**config.mk**
```make
export PLATFORM = sky130hd
export DESIGN_NAME = hex_color_parser_readout
export DESIGN_NICKNAME = d
export VERILOG_FILES = /design/src/rtl/core/hcpr_pkg.sv /design/src/rtl/core/hex_color_parser_readout.sv
export VERILOG_INCLUDE_DIRS = /design/src /design/src/rtl/core
export SDC_FILE = /design/constraint.sdc
export NUM_CORES = 1
export LEC_CHECK = 0
export ABC_AREA = 0
export BUFFER_PORTS_ARGS = -buffer_cell sky130_fd_sc_hd__buf_4
export CAP_MARGIN = 20
export CELL_PAD_IN_SITES_DETAIL_PLACEMENT = 2
export CELL_PAD_IN_SITES_GLOBAL_PLACEMENT = 2
export CORE_MARGIN = 8
export CORE_UTILIZATION = 39
export CTS_CLUSTER_SIZE = 20
export DETAILED_ROUTE_END_ITERATION = 16
export PLACE_DENSITY_LB_ADDON = 0.1
export SLEW_MARGIN = 5
export SYNTH_ARGS = -nofsm -noshare
export SYNTH_HDL_FRONTEND = slang
export SYNTH_SLANG_ARGS = --single-unit
```
**constraint.sdc**
```tcl
create_clock -name clk -period 3.63 [get_ports clk]
set_input_delay 0.5445 -clock clk [delete_from_list [all_inputs] [get_ports clk]]
set_output_delay 0.5445 -clock clk [all_outputs]
set_load 0.03 [all_outputs]
```
**src/rtl/core/assert_macros.svh**
```systemverilog
// ----------------------------------------------------------------------------
// assert_macros.svh
// Concurrent assertion shorthands, clocked on clk and disabled in reset.
// ----------------------------------------------------------------------------
`ifndef ASSERT_MACROS_SVH
`define ASSERT_MACROS_SVH

// Condition must hold at every clock edge out of reset.
`define ASSERT_ALWAYS(label, cond, msg) \
  label: assert property (@(posedge clk) disable iff (rst) (cond)) else $error(msg);

// Consequent must hold in the same cycle as the antecedent.
`define ASSERT_IMPLY(label, ante, cons, msg) \
  label: assert property (@(posedge clk) disable iff (rst) (ante) |-> (cons)) \
    else $error(msg);

// Consequent must hold in the cycle after the antecedent.
`define ASSERT_NEXT(label, ante, cons, msg) \
  label: assert property (@(posedge clk) disable iff (rst) (ante) |=> (cons)) \
    else $error(msg);

`endif

```
**src/rtl/core/hcpr_pkg.sv**
```systemverilog
// ----------------------------------------------------------------------------
// hcpr_pkg
// Request and response types and fixed constants of the color parser readout.
// ----------------------------------------------------------------------------
`timescale 1ns / 1ps

package hcpr_pkg;

  // Request kinds
  localparam logic [1:0] REQ_CHAR  = 2'd0;
  localparam logic [1:0] REQ_READ  = 2'd1;
  localparam logic [1:0] REQ_START = 2'd2;

  // Transfer positions
  localparam logic [2:0] IDX_BUTTONS = 3'd0;
  localparam logic [2:0] IDX_RED     = 3'd1;
  localparam logic [2:0] IDX_GREEN   = 3'd2;
  localparam logic [2:0] IDX_BLUE    = 3'd3;
  localparam logic [2:0] IDX_LIMIT   = 3'd4;

  localparam logic [1:0] DIGIT_POS_FIRST = 2'd2;
  localparam logic [1:0] CHAN_BLUE       = 2'd2;
  localparam logic [7:0] PAST_END_BYTE   = 8'hFF;

  typedef struct packed {
    logic [1:0] req_type;
    logic [7:0] char_code;
    logic [7:0] buttons;
  } req_t;

  typedef struct packed {
    logic [7:0] read_data;
    logic       not_ready;
  } rsp_t;

  // Upper-case hex digit value; anything else counts as zero
  function automatic logic [3:0] hex_value(input logic [7:0] c);
    logic [3:0] v;
    v = 4'd0;
    if (c >= 8'h30 && c <= 8'h39) begin
      v = c[3:0];
    end else if (c >= 8'h41 && c <= 8'h46) begin
      v = c[3:0] + 4'd9;
    end
    return v;
  endfunction

endpackage

```
**src/rtl/core/hex_color_parser_readout.sv**
```systemverilog
// ----------------------------------------------------------------------------
// hex_color_parser_readout
// Parses serial hex characters into 8-bit R/G/B values and serves the latest
// latched triple, preceded by the buttons byte, to a byte-wide bus reader.
// ----------------------------------------------------------------------------
//   channel | handshake            | payload
//   --------+----------------------+-------------------------------------
//   request | req_valid/req_ready  | req_data  (req_type, char_code, buttons)
//   response| rsp_valid/rsp_ready  | rsp_data  (read_data, not_ready)
//
// One request per cycle while req_ready is high: decode, shift-in and saturate
// are combinational, ahead of the response register; only bus reads produce a response.
// Reset clears the parser, the readout registers and the transfer index.
// req_ready drops only while a response sits in the output register and
// rsp_ready is low.
// ----------------------------------------------------------------------------
`timescale 1ns / 1ps

module hex_color_parser_readout
  import hcpr_pkg::*;
(
  input  logic clk,
  input  logic rst,
  input  logic req_valid,
  output logic req_ready,
  input  req_t req_data,
  output logic rsp_valid,
  input  logic rsp_ready,
  output rsp_t rsp_data
);

  logic [11:0] digit_accum, digit_accum_next;
  logic [1:0]  digit_pos, digit_pos_next;
  logic [1:0]  channel_sel, channel_sel_next;
  logic [7:0]  pending_rgb [3];
  logic [7:0]  latched_rgb [3];
  logic        fresh_flag, fresh_flag_next;
  logic [2:0]  read_index, read_index_next;

  logic        req_fire;
  logic        is_char, is_read, is_start;
  logic [3:0]  digit;
  logic [11:0] accum_or;
  logic [10:0] half;
  logic [7:0]  chan_value;
  logic        value_done, triple_done, latch_en;
  logic        read_of_blue;
  rsp_t        rsp_next;

  // Accept whenever the response register is free or draining
  assign req_ready = !rsp_valid || rsp_ready;
  assign req_fire  = req_valid && req_ready;
  assign is_char   = req_fire && (req_data.req_type == REQ_CHAR);
  assign is_read   = req_fire && (req_data.req_type == REQ_READ);
  assign is_start  = req_fire && (req_data.req_type == REQ_START);

  // Place the digit at its nibble, most significant first
  assign digit = hex_value(req_data.char_code);
  always_comb begin
    accum_or = digit_accum;
    unique case (digit_pos)
      2'd0:    accum_or[3:0]  = digit_accum[3:0]  | digit;
      2'd1:    accum_or[7:4]  = digit_accum[7:4]  | digit;
      2'd2:    accum_or[11:8] = digit_accum[11:8] | digit;
      default: accum_or = digit_accum;
    endcase
  end

  // Halve and saturate to a byte
  assign half        = accum_or[11:1];
  assign chan_value  = (|half[10:8]) ? 8'hFF : half[7:0];
  assign value_done  = is_char && (digit_pos == 2'd0);
  assign triple_done = value_done && (channel_sel == CHAN_BLUE);
  assign latch_en    = triple_done && !fresh_flag;

  // Parser next state
  always_comb begin
    digit_accum_next = digit_accum;
    digit_pos_next   = digit_pos;
    channel_sel_next = channel_sel;
    if (is_char) begin
      if (digit_pos != 2'd0) begin
        digit_accum_next = accum_or;
        digit_pos_next   = digit_pos - 2'd1;
      end else begin
        digit_accum_next = 12'd0;
        digit_pos_next   = DIGIT_POS_FIRST;
        channel_sel_next = (channel_sel == CHAN_BLUE) ? 2'd0 : channel_sel + 2'd1;
      end
    end
  end

  // Readout next state and response
  always_comb begin
    fresh_flag_next = fresh_flag;
    read_index_next = read_index;
    rsp_next        = '{read_data: 8'd0, not_ready: 1'b1};
    if (triple_done) begin
      fresh_flag_next = 1'b1;
    end
    if (is_start) begin
      read_index_next = IDX_BUTTONS;
    end
    if (is_read && fresh_flag) begin
      rsp_next.not_ready = 1'b0;
      unique case (read_index)
        IDX_BUTTONS: rsp_next.read_data = req_data.buttons;
        IDX_RED:     rsp_next.read_data = latched_rgb[0];
        IDX_GREEN:   rsp_next.read_data = latched_rgb[1];
        IDX_BLUE: begin
          rsp_next.read_data = latched_rgb[2];
          fresh_flag_next    = 1'b0;
        end
        default:     rsp_next.read_data = PAST_END_BYTE;
      endcase
      read_index_next = (read_index < IDX_LIMIT) ? read_index + 3'd1 : IDX_LIMIT;
    end
  end

  // State registers
  always_ff @(posedge clk) begin
    if (rst) begin
      digit_accum <= 12'd0;
      digit_pos   <= DIGIT_POS_FIRST;
      channel_sel <= 2'd0;
      fresh_flag  <= 1'b0;
      read_index  <= IDX_BUTTONS;
      for (int i = 0; i < 3; i++) begin
        pending_rgb[i] <= 8'd0;
        latched_rgb[i] <= 8'd0;
      end
    end else begin
      digit_accum <= digit_accum_next;
      digit_pos   <= digit_pos_next;
      channel_sel <= channel_sel_next;
      fresh_flag  <= fresh_flag_next;
      read_index  <= read_index_next;
      if (value_done && (channel_sel != 2'd3)) begin
        pending_rgb[channel_sel] <= chan_value;
      end
      if (latch_en) begin
        latched_rgb[0] <= pending_rgb[0];
        latched_rgb[1] <= pending_rgb[1];
        latched_rgb[2] <= chan_value;
      end
    end
  end

  // Response register: load on accept, drop when taken
  always_ff @(posedge clk) begin
    if (rst) begin
      rsp_valid <= 1'b0;
    end else if (req_ready) begin
      rsp_valid <= is_read;
    end
  end

  always_ff @(posedge clk) begin
    if (is_read) begin
      rsp_data <= rsp_next;
    end
  end

  // Bus read at the blue position
  assign read_of_blue = is_read && (read_index == IDX_BLUE);

  `include "assert_macros.svh"

  `ASSERT_ALWAYS(a_index_range, read_index <= IDX_LIMIT, "read index past limit")
  `ASSERT_ALWAYS(a_pos_range, digit_pos != 2'd3, "digit position out of range")
  `ASSERT_ALWAYS(a_chan_range, channel_sel != 2'd3, "channel select out of range")
  `ASSERT_NEXT(a_read_responds, is_read, rsp_valid, "bus read produced no response")
  `ASSERT_IMPLY(a_fresh_clear, $fell(fresh_flag), $past(read_of_blue), "fresh cleared early")

endmodule

```
Word-level counts from Yosys, hierarchy flattened
Memory sizes are Yosys's and may differ from the RTL's.
Cells that the tools add are included.
- bits in registers: 30
- memory bits (writable): 48
- bits of input ports: 22
- word-level logic and storage cells: 91
- memories: 2
- memory list (memory ; words ; width ; rd ports ; clocked after Yosys merged registers in ; wr ports ; RTL line ; RTL):
    latched_rgb ; 3 ; 8 ; 3 ; 0 ; 3 ; hex_color_parser_readout.sv:36 ; logic [7:0] latched_rgb [3];
    pending_rgb ; 3 ; 8 ; 2 ; 0 ; 3 ; hex_color_parser_readout.sv:35 ; logic [7:0] pending_rgb [3];
- add/subtract/negate cells: 4
- magnitude comparators: 5
- equality and inequality tests: 10
- mux-type cells: 31
- bitwise logic cells: 7
- reduce and logical (&&, ||, !) cells: 23
- operators with widths (operator ; number):
    $mux 8 ; 5
    $pmux 8 s4 ; 1
    $mux 4 ; 5
    $mux 1 ; 13
    $mux 12 ; 1
    $or 4x4->4 ; 3
    $logic_and 1x1->1 ; 11
    $mux 3 ; 3
    $ge 8x6->1 const B ; 1
    $ge 8x7->1 const B ; 1
    $le 8x6->1 const B ; 1
    $le 8x7->1 const B ; 1
    $reduce_or 8->1 ; 1
    $eq 2x2->1 const B ; 3
    $eq 3x2->1 const B ; 2
    $mux 2 ; 3
    $add 4x4->4 const B ; 1
    $eq 2x1->1 const B ; 2
    $logic_not 2->1 ; 2
    $ne 2x2->1 const B ; 2
    $reduce_and 2->1 ; 2
    $reduce_bool 2->1 ; 2
    $add 3x1->3 const B ; 1
    $eq 3x1->1 const B ; 1
    other kinds (9) ; 12

Logic depth before layout (Yosys ltp)
Gate-level depths: netlist (run 1).
- depth after elaboration: 11
- mapped depth: 8
- mapped depth without buffers: 7

Worst setup path before layout (run 1)
OpenSTA, ideal clock, no wires.
- kind: input-to-reg
- start point: input port rsp_ready
- end point: memory latched_rgb[0][0] (enable)
- setup time: 0.410 ns
- arrival time: 2.375 ns
- data required time: 3.220 ns
- setup slack: 0.845 ns
- cell stages on the path: 5
- path buffers: 1
- cell sequence: nand2b_4 and4bb_1 buf_6 nand4b_4 o21bai_1
- RTL lines (what ; RTL line ; RTL):
    start, declared ; hex_color_parser_readout.sv:28 ; input logic rsp_ready,
    end, declared ; hex_color_parser_readout.sv:36 ;

==> flow_metrics.env, run 1 <==
export IMPL_cts_sinks=69
export IMPL_crit_chain="buf_4 -> inv_1 -> ha_1 -> o21ba_2 -> o211ai_1 -> o21ai_0 -> a211oi_1 -> a21oi_1"
export IMPL_crit_path_max_incr_delay_ns=0.55
export IMPL_yosysMostFrequentCell="edfxtp_1"
export IMPL_critPathTopFamily="compound AO/OA/AOI/OAI gates"
export IMPL_synth_fp_nets=314
export IMPL_ys_top_cells_by_count="edfxtp_1, nor2_1, a21oi_1"
export IMPL_routabilityCongestion=0.778
export IMPL_yosys_area_top_type_share_pct=45.6
export IMPL_vias_per_cell=5.30
export IMPL_start_util_pct=39.7
export IMPL_diodes=0
export IMPL_grt_total_usage_pct=14.5
export IMPL_synth_top_area_cell="edfxtp_1"
export IMPL_ant_nets=0
export IMPL_rsz0062_at_grt="false"
export IMPL_skew_ns=0.0111
export IMPL_core_area_sq_mm=0.00813
export IMPL_slew_violations=0
export IMPL_io_pin_count=33
export IMPL_crit_required_ns=3.69
export IMPL_clock_path_buffers=2
export IMPL_grt_pass1_vias=2464
export IMPL_cts_root_buf="clkbuf_8"
export IMPL_cts_hold_buf=0
export IMPL_worstMarginPinSlew_ns=0.806
export IMPL_drtIter0Drc=45
export IMPL_cpMaxStageDelayCell="a211oi_1"
export IMPL_power_density_mw_per_mm2=438
export IMPL_synthAdderAreaFrac_pct=4.27
export IMPL_clk_pin_slew_ns=0.08
export IMPL_synth_area_mux_share_pct=0.310
export IMPL_post_route_period_util_pct=65.4
export IMPL_grt_max_degree=25
export IMPL_wl_per_cell_microns=18.7
export IMPL_slew_headroom_pct=45.7
export IMPL_ys_ff_latch=69
export IMPL_die_area_sq_mm=0.0114
export IMPL_ys_seq_area_share_pct=58.0
export IMPL_fmax_mhz=421
export IMPL_vias=2219
export IMPL_critPathCaptureType="flip-flop"
export IMPL_leakagePower_nw=1.50
export IMPL_crit_buf_inv=2
export IMPL_dr_pass1_iters=4
export IMPL_crit_path_start_kind="input pin"
export IMPL_multiInputGateArea_sq_mm=0.00123
export IMPL_setup_viol=0
export IMPL_synth_area_per_cell_sq_um=11.5
export IMPL_hpwl_microns=5900
export IMPL_clock_latency_ns=0.34
export IMPL_cp_arrival_ns=2.43
export IMPL_post_cts_setup_buffers=0
export IMPL_fillers=841
export IMPL_antenna_found_initial=0
export IMPL_grt_pass1_wl_microns=12900
export IMPL_synth_simple_area_share_pct=17.3
export IMPL_synth_xor_area_share_pct=0.272
export IMPL_yosys_top_cells_area="edfxtp_1, dfxtp_1, a21oi_1"
export IMPL_crit_fanout=4
export IMPL_synth_top_family_by_area="simple AND/OR/NAND/NOR gates"
export IMPL_synth_warning_count=0
export IMPL_synth_compound_area_share_pct=15.8
export IMPL_synth_edff_count=49
export IMPL_num_rows=33
export IMPL_max_cap_violations=0
export IMPL_fin_crit_ns=2.37
export IMPL_ys_flop_type="edfxtp_1"
export IMPL_ys_types=44
export IMPL_cts_resized=0
export IMPL_final_nets=343
export IMPL_drc=0
export IMPL_p_total_mw=1.63
export IMPL_numCtsBuffers=9
export IMPL_synthArstFlopShare_pct=0
export IMPL_peakVddDrop_mv=0.271
export IMPL_critPathKind="in2reg"
export IMPL_seqCellArea_sq_mm=0.00187
export IMPL_dieWidth_microns=107
export IMPL_die_height_microns=107
export IMPL_gr_total_overflow=0
export IMPL_finalHoldViolCount=0
export IMPL_tns_ns=0
export IMPL_status="complete, no violations"
export IMPL_drive_gt1_share_pct=20.1
export IMPL_area_delta_synth_final_pct=15.7
export IMPL_wirelength_microns=7820
export IMPL_synth_area_sq_mm=0.00323
export IMPL_hold_path_class="reg2reg"
export IMPL_io_buffers=32
export IMPL_syn_inst=281
export IMPL_h_tree_depth=3
export IMPL_cts_tree="yes"
-- path summary, 6_finish.rpt --
| check | end | slack, ns | start | depth (start not counted) |
|---|---|---|---|---|
| max | latched_rgb[0][20] | 1.26 | req_data[9] | 8 |
| min | digit_accum[11] | 0.46 | digit_accum[11] | 2 |
| max reg2reg | pending_rgb[0][4] | 1.51 | rsp_valid | 4 |
| min reg2reg | digit_accum[11] | 0.46 | digit_accum[11] | 2 |
-- routing by layer --
layer / wire length [microns] / vias up / track usage (%)
met5: 0 / - / 0
met4: 107 / 0 / 4.92
met3: 333 / 9 / 4.62
met2: 4130 / 46 / 26.3
met1: 3240 / 1090 / 15.5
li1: - / 1074 / -
-- metrics by stage --
| step | utilization (%) | hold WS, ns | area, sq um | instances | worst slack [ns] |
|---|---|---|---|---|---|
| final | 45.9 | 0.463 | 3730 | 419 | 1.26 |
| after global routing | 45.9 | 0.486 | 3730 | 419 | 1.09 |
| after CTS | 45.9 | 0.469 | 3730 | 419 | 1.28 |
| after detailed placement | 43.4 | 0.450 | 3530 | 404 | 0.955 |
| after global placement | 43.4 | 0.445 | 3530 | 404 | 1.01 |
| after floorplan | - | 0.429 | 3230 | 281 | 0.845 |
-- kinds of logic after synthesis --
family          count (synthesis)
xor+xnor                        1
buf+inv                        28
fa+ha+maj                      11
compound gates                 76
simple gates                   95
mux                             1
flops                          69
-- worst min-delay path, delay by kind of cell, from the launching register on --
kind            cells  cell delay (ns)
compound gates      1             0.04
simple gates        1             0.07
flops               1             0.32
-- where the power goes --
| part | switching, mW | internal (mW) |
|---|---|---|
| registers | 0.00771 | 0.859 |
| clock network | 0.285 | 0.380 |
| logic | 0.0610 | 0.0409 |
| total | 0.354 | 1.28 |
-- layout make-up --
type / count / share of cell area (%)
Inverter: 13 / 1.31
Clock buffer: 10 / 3.42
Tap cell: 105 / 3.52
Clock inverter: 5 / 2.05
Timing Repair Buffer: 33 / 6.64
Multi-Input combinational cell: 184 / 32.9
Sequential cell: 69 / 50.2
-- cell usage in the layout (no fill, tap or decap), types with 2 or more instances in the layout --
cell | netlist | routed
nand4_1 | 2 | 2
nand3_1 | 4 | 4
a22oi_1 | 17 | 17
edfxtp_1 | 49 | 49
buf_4 | 0 | 33
a211oi_1 | 5 | 5
a21oi_1 | 35 | 35
dfxtp_1 | 20 | 20
nor3_2 | 3 | 3
nor2_1 | 37 | 37
nand2_1 | 4 | 4
and2_1 | 22 | 22
clkbuf_8 | 0 | 9
or2_2 | 3 | 3
bufinv_16 | 0 | 2
nor3_1 | 4 | 4
o21ai_0 | 5 | 5
or3_1 | 5 | 5
inv_1 | 13 | 13
ha_1 | 11 | 11
o21bai_1 | 4 | 3
-- flip-flops by register name, indices dropped and copies added (netlist names) --
register     cells
rsp_valid        1
rsp_data         9
digit_pos        2
fresh_flag       1
digit_accum     11
channel_sel      2
read_index       3
pending_rgb     16
latched_rgb     24
Note: power is estimated with default switching activity, not from simulation.
==> run 2, diff against run 1 <==
CORE_UTILIZATION = 35   (was 39)
clock period = 2.05 ns   (was 3.63 ns; I/O delays follow)
==> run 2 against run 1 <==
Flip-flop and latch count did not move. Worst setup slack got worse by 1.1 ns. Highest routed layer unchanged. Sequential power is 77% higher. Combinational power rose by 97%. Critical endpoint unchanged. Die area up 9.7%.
==> flow_metrics.env, run 2 (synthesis results as in run 1) <==
export IMPL_status="complete, no violations"
export IMPL_top_regs="latched_rgb (24), pending_rgb (16), digit_accum (11)"
export IMPL_clock_path_buffers=2
export IMPL_drive_gt1_share_pct=26.5
export IMPL_cts_hold_buf=0
export IMPL_finalHoldViolCount=0
export IMPL_wl_per_cell_microns=18.0
export IMPL_dr_pass1_iters=4
export IMPL_worstMarginPinSlew_ns=0.500
export IMPL_final_nets=368
export IMPL_h_tree_depth=3
export IMPL_leakagePower_nw=1.63
export IMPL_numCtsBuffers=9
export IMPL_clk_pin_slew_ns=0.08
export IMPL_gr_total_overflow=0
export IMPL_post_route_period_util_pct=94.7
export IMPL_num_rows=35
export IMPL_largest_reg_flops=24
export IMPL_antenna_found_initial=0
export IMPL_holdPathStages=2
export IMPL_drtIter0Drc=84
export IMPL_die_area_sq_mm=0.0125
export IMPL_die_height_microns=112
export IMPL_peakVddDrop_mv=0.271
export IMPL_cp_arrival_ns=2.02
export IMPL_grt_pass1_vias=2560
export IMPL_slew_headroom_pct=66.6
export IMPL_rsz0062_at_grt="true"
export IMPL_vias=2302
export IMPL_tns_ns=0
export IMPL_ant_nets=0
export IMPL_cts_tree="yes"
export IMPL_grt_pass1_wl_microns=13700
export IMPL_hpwl_microns=5960
export IMPL_vias_per_cell=5.10
export IMPL_wirelength_microns=8110
export IMPL_dieWidth_microns=112
export IMPL_start_util_pct=35.4
export IMPL_placed_cells=435
export IMPL_slew_violations=0
export IMPL_crit_path_start_kind="input pin"
export IMPL_core_area_sq_mm=0.00911
export IMPL_multiInputGateArea_sq_mm=0.00123
export IMPL_clock_latency_ns=0.35
export IMPL_max_cap_violations=0
export IMPL_fmax_mhz=515
export IMPL_seqCellArea_sq_mm=0.00187
export IMPL_regMostFlops="latched_rgb"
export IMPL_crit_fanout=3
export IMPL_layout_common_cells="buf_4, edfxtp_1, nor2_1"
export IMPL_layout_commonest_cell="buf_4"
export IMPL_pre_cts_slack_ns=-0.248
export IMPL_ff2ff_path_depth=6
export IMPL_crit_required_ns=2.13
export IMPL_grt_total_usage_pct=13.9
export IMPL_layoutNonFillerInstCount=451
export IMPL_hold_path_class="in2reg"
export IMPL_routabilityCongestion=0.740
export IMPL_diodes=0
export IMPL_critPathKind="in2reg"
export IMPL_cts_root_buf="clkbuf_8"
export IMPL_fin_ws_ns=0.109
export IMPL_setup_viol=0
export IMPL_fillers=963
export IMPL_io_pin_count=33
export IMPL_area_delta_synth_final_pct=22.5
export IMPL_cts_sinks=69
export IMPL_fin_crit_ns=1.94
export IMPL_drc=0
export IMPL_grt_max_degree=25
export IMPL_skew_ns=0.0118
export IMPL_power_density_mw_per_mm2=727
export IMPL_io_buffers=32
export IMPL_hold_worst_slack_ns=0.255
export IMPL_critPathCaptureType="flip-flop"
-- run 2: cell types whose count changed in the layout (fill, tap and decap cells not counted), moves of 2 or more --
| cell | change |
|---|---|
| buf_4 | +23 |
| buf_12 | +2 |
| inv_6 | +2 |
| clkinv_4 | +2 |
-- run 2: critical path, stage by stage --
cell	delay, ns
buf_4	0.09
inv_1	0.05
ha_1	0.20
o21ba_2	0.21
o211ai_1	0.26
o21ai_0	0.25
a211oi_1	0.38
buf_4	0.19
a21oi_1	0.08
-- run 2: where the power goes --
part | switching, mW | internal [mW] | leakage [nW] | total, mW
Sequential | 0.0130 | 1.52 | 0.658 | 1.53
Combinational | 0.109 | 0.0920 | 0.876 | 0.201
Clock | 0.573 | 0.569 | 0.102 | 1.14
-- run 2: path summary, 6_finish.rpt --
path,start,endpoint,slack (ns)
worst min register to register,digit_accum[11],digit_accum[11],0.47
worst min-delay path,rst,read_index[0],0.26
worst max-delay path,req_data[8],latched_rgb[0][20],0.11
worst max register to register,digit_pos[0],pending_rgb[0][7],0.15
-- run 2: timing repair --
action,4_1_cts,5_1_grt
resized for setup,0,0
endpoints found under the setup margin,0,2
buffers inserted,0,0
-- run 2: cell type report --
type	count	share of cell area, %
clock inverter	7	1.87
tap	111	3.51
inverter	13	1.23
sequential	69	47.4
timing repair buffer	58	11.6
clock buffer	9	3.13
multi-input combinational	184	31.2
-- run 2: layer usage --
| metal | global-route usage, % | up-vias | share of wire [%] |
|---|---|---|---|
| li1 | - | 1131 | - |
| met1 | 16.3 | 1136 | 44 |
| met2 | 23.9 | 30 | 51 |
| met3 | 3.46 | 5 | 2.9 |
| met4 | 5.94 | 0 | 1.3 |
| met5 | 0 | - | 0 |
-- run 2: through the flow --
stage | total power, mW | util (%) | area, sq um
final | 2.87 | 43.4 | 3950
after global routing | 2.99 | 43.4 | 3950
after CTS | 2.91 | 43.4 | 3950
after detailed placement | 1.77 | 41.2 | 3750
after global placement | 1.76 | 41.2 | 3750
after floorplan | 1.67 | - | 3240
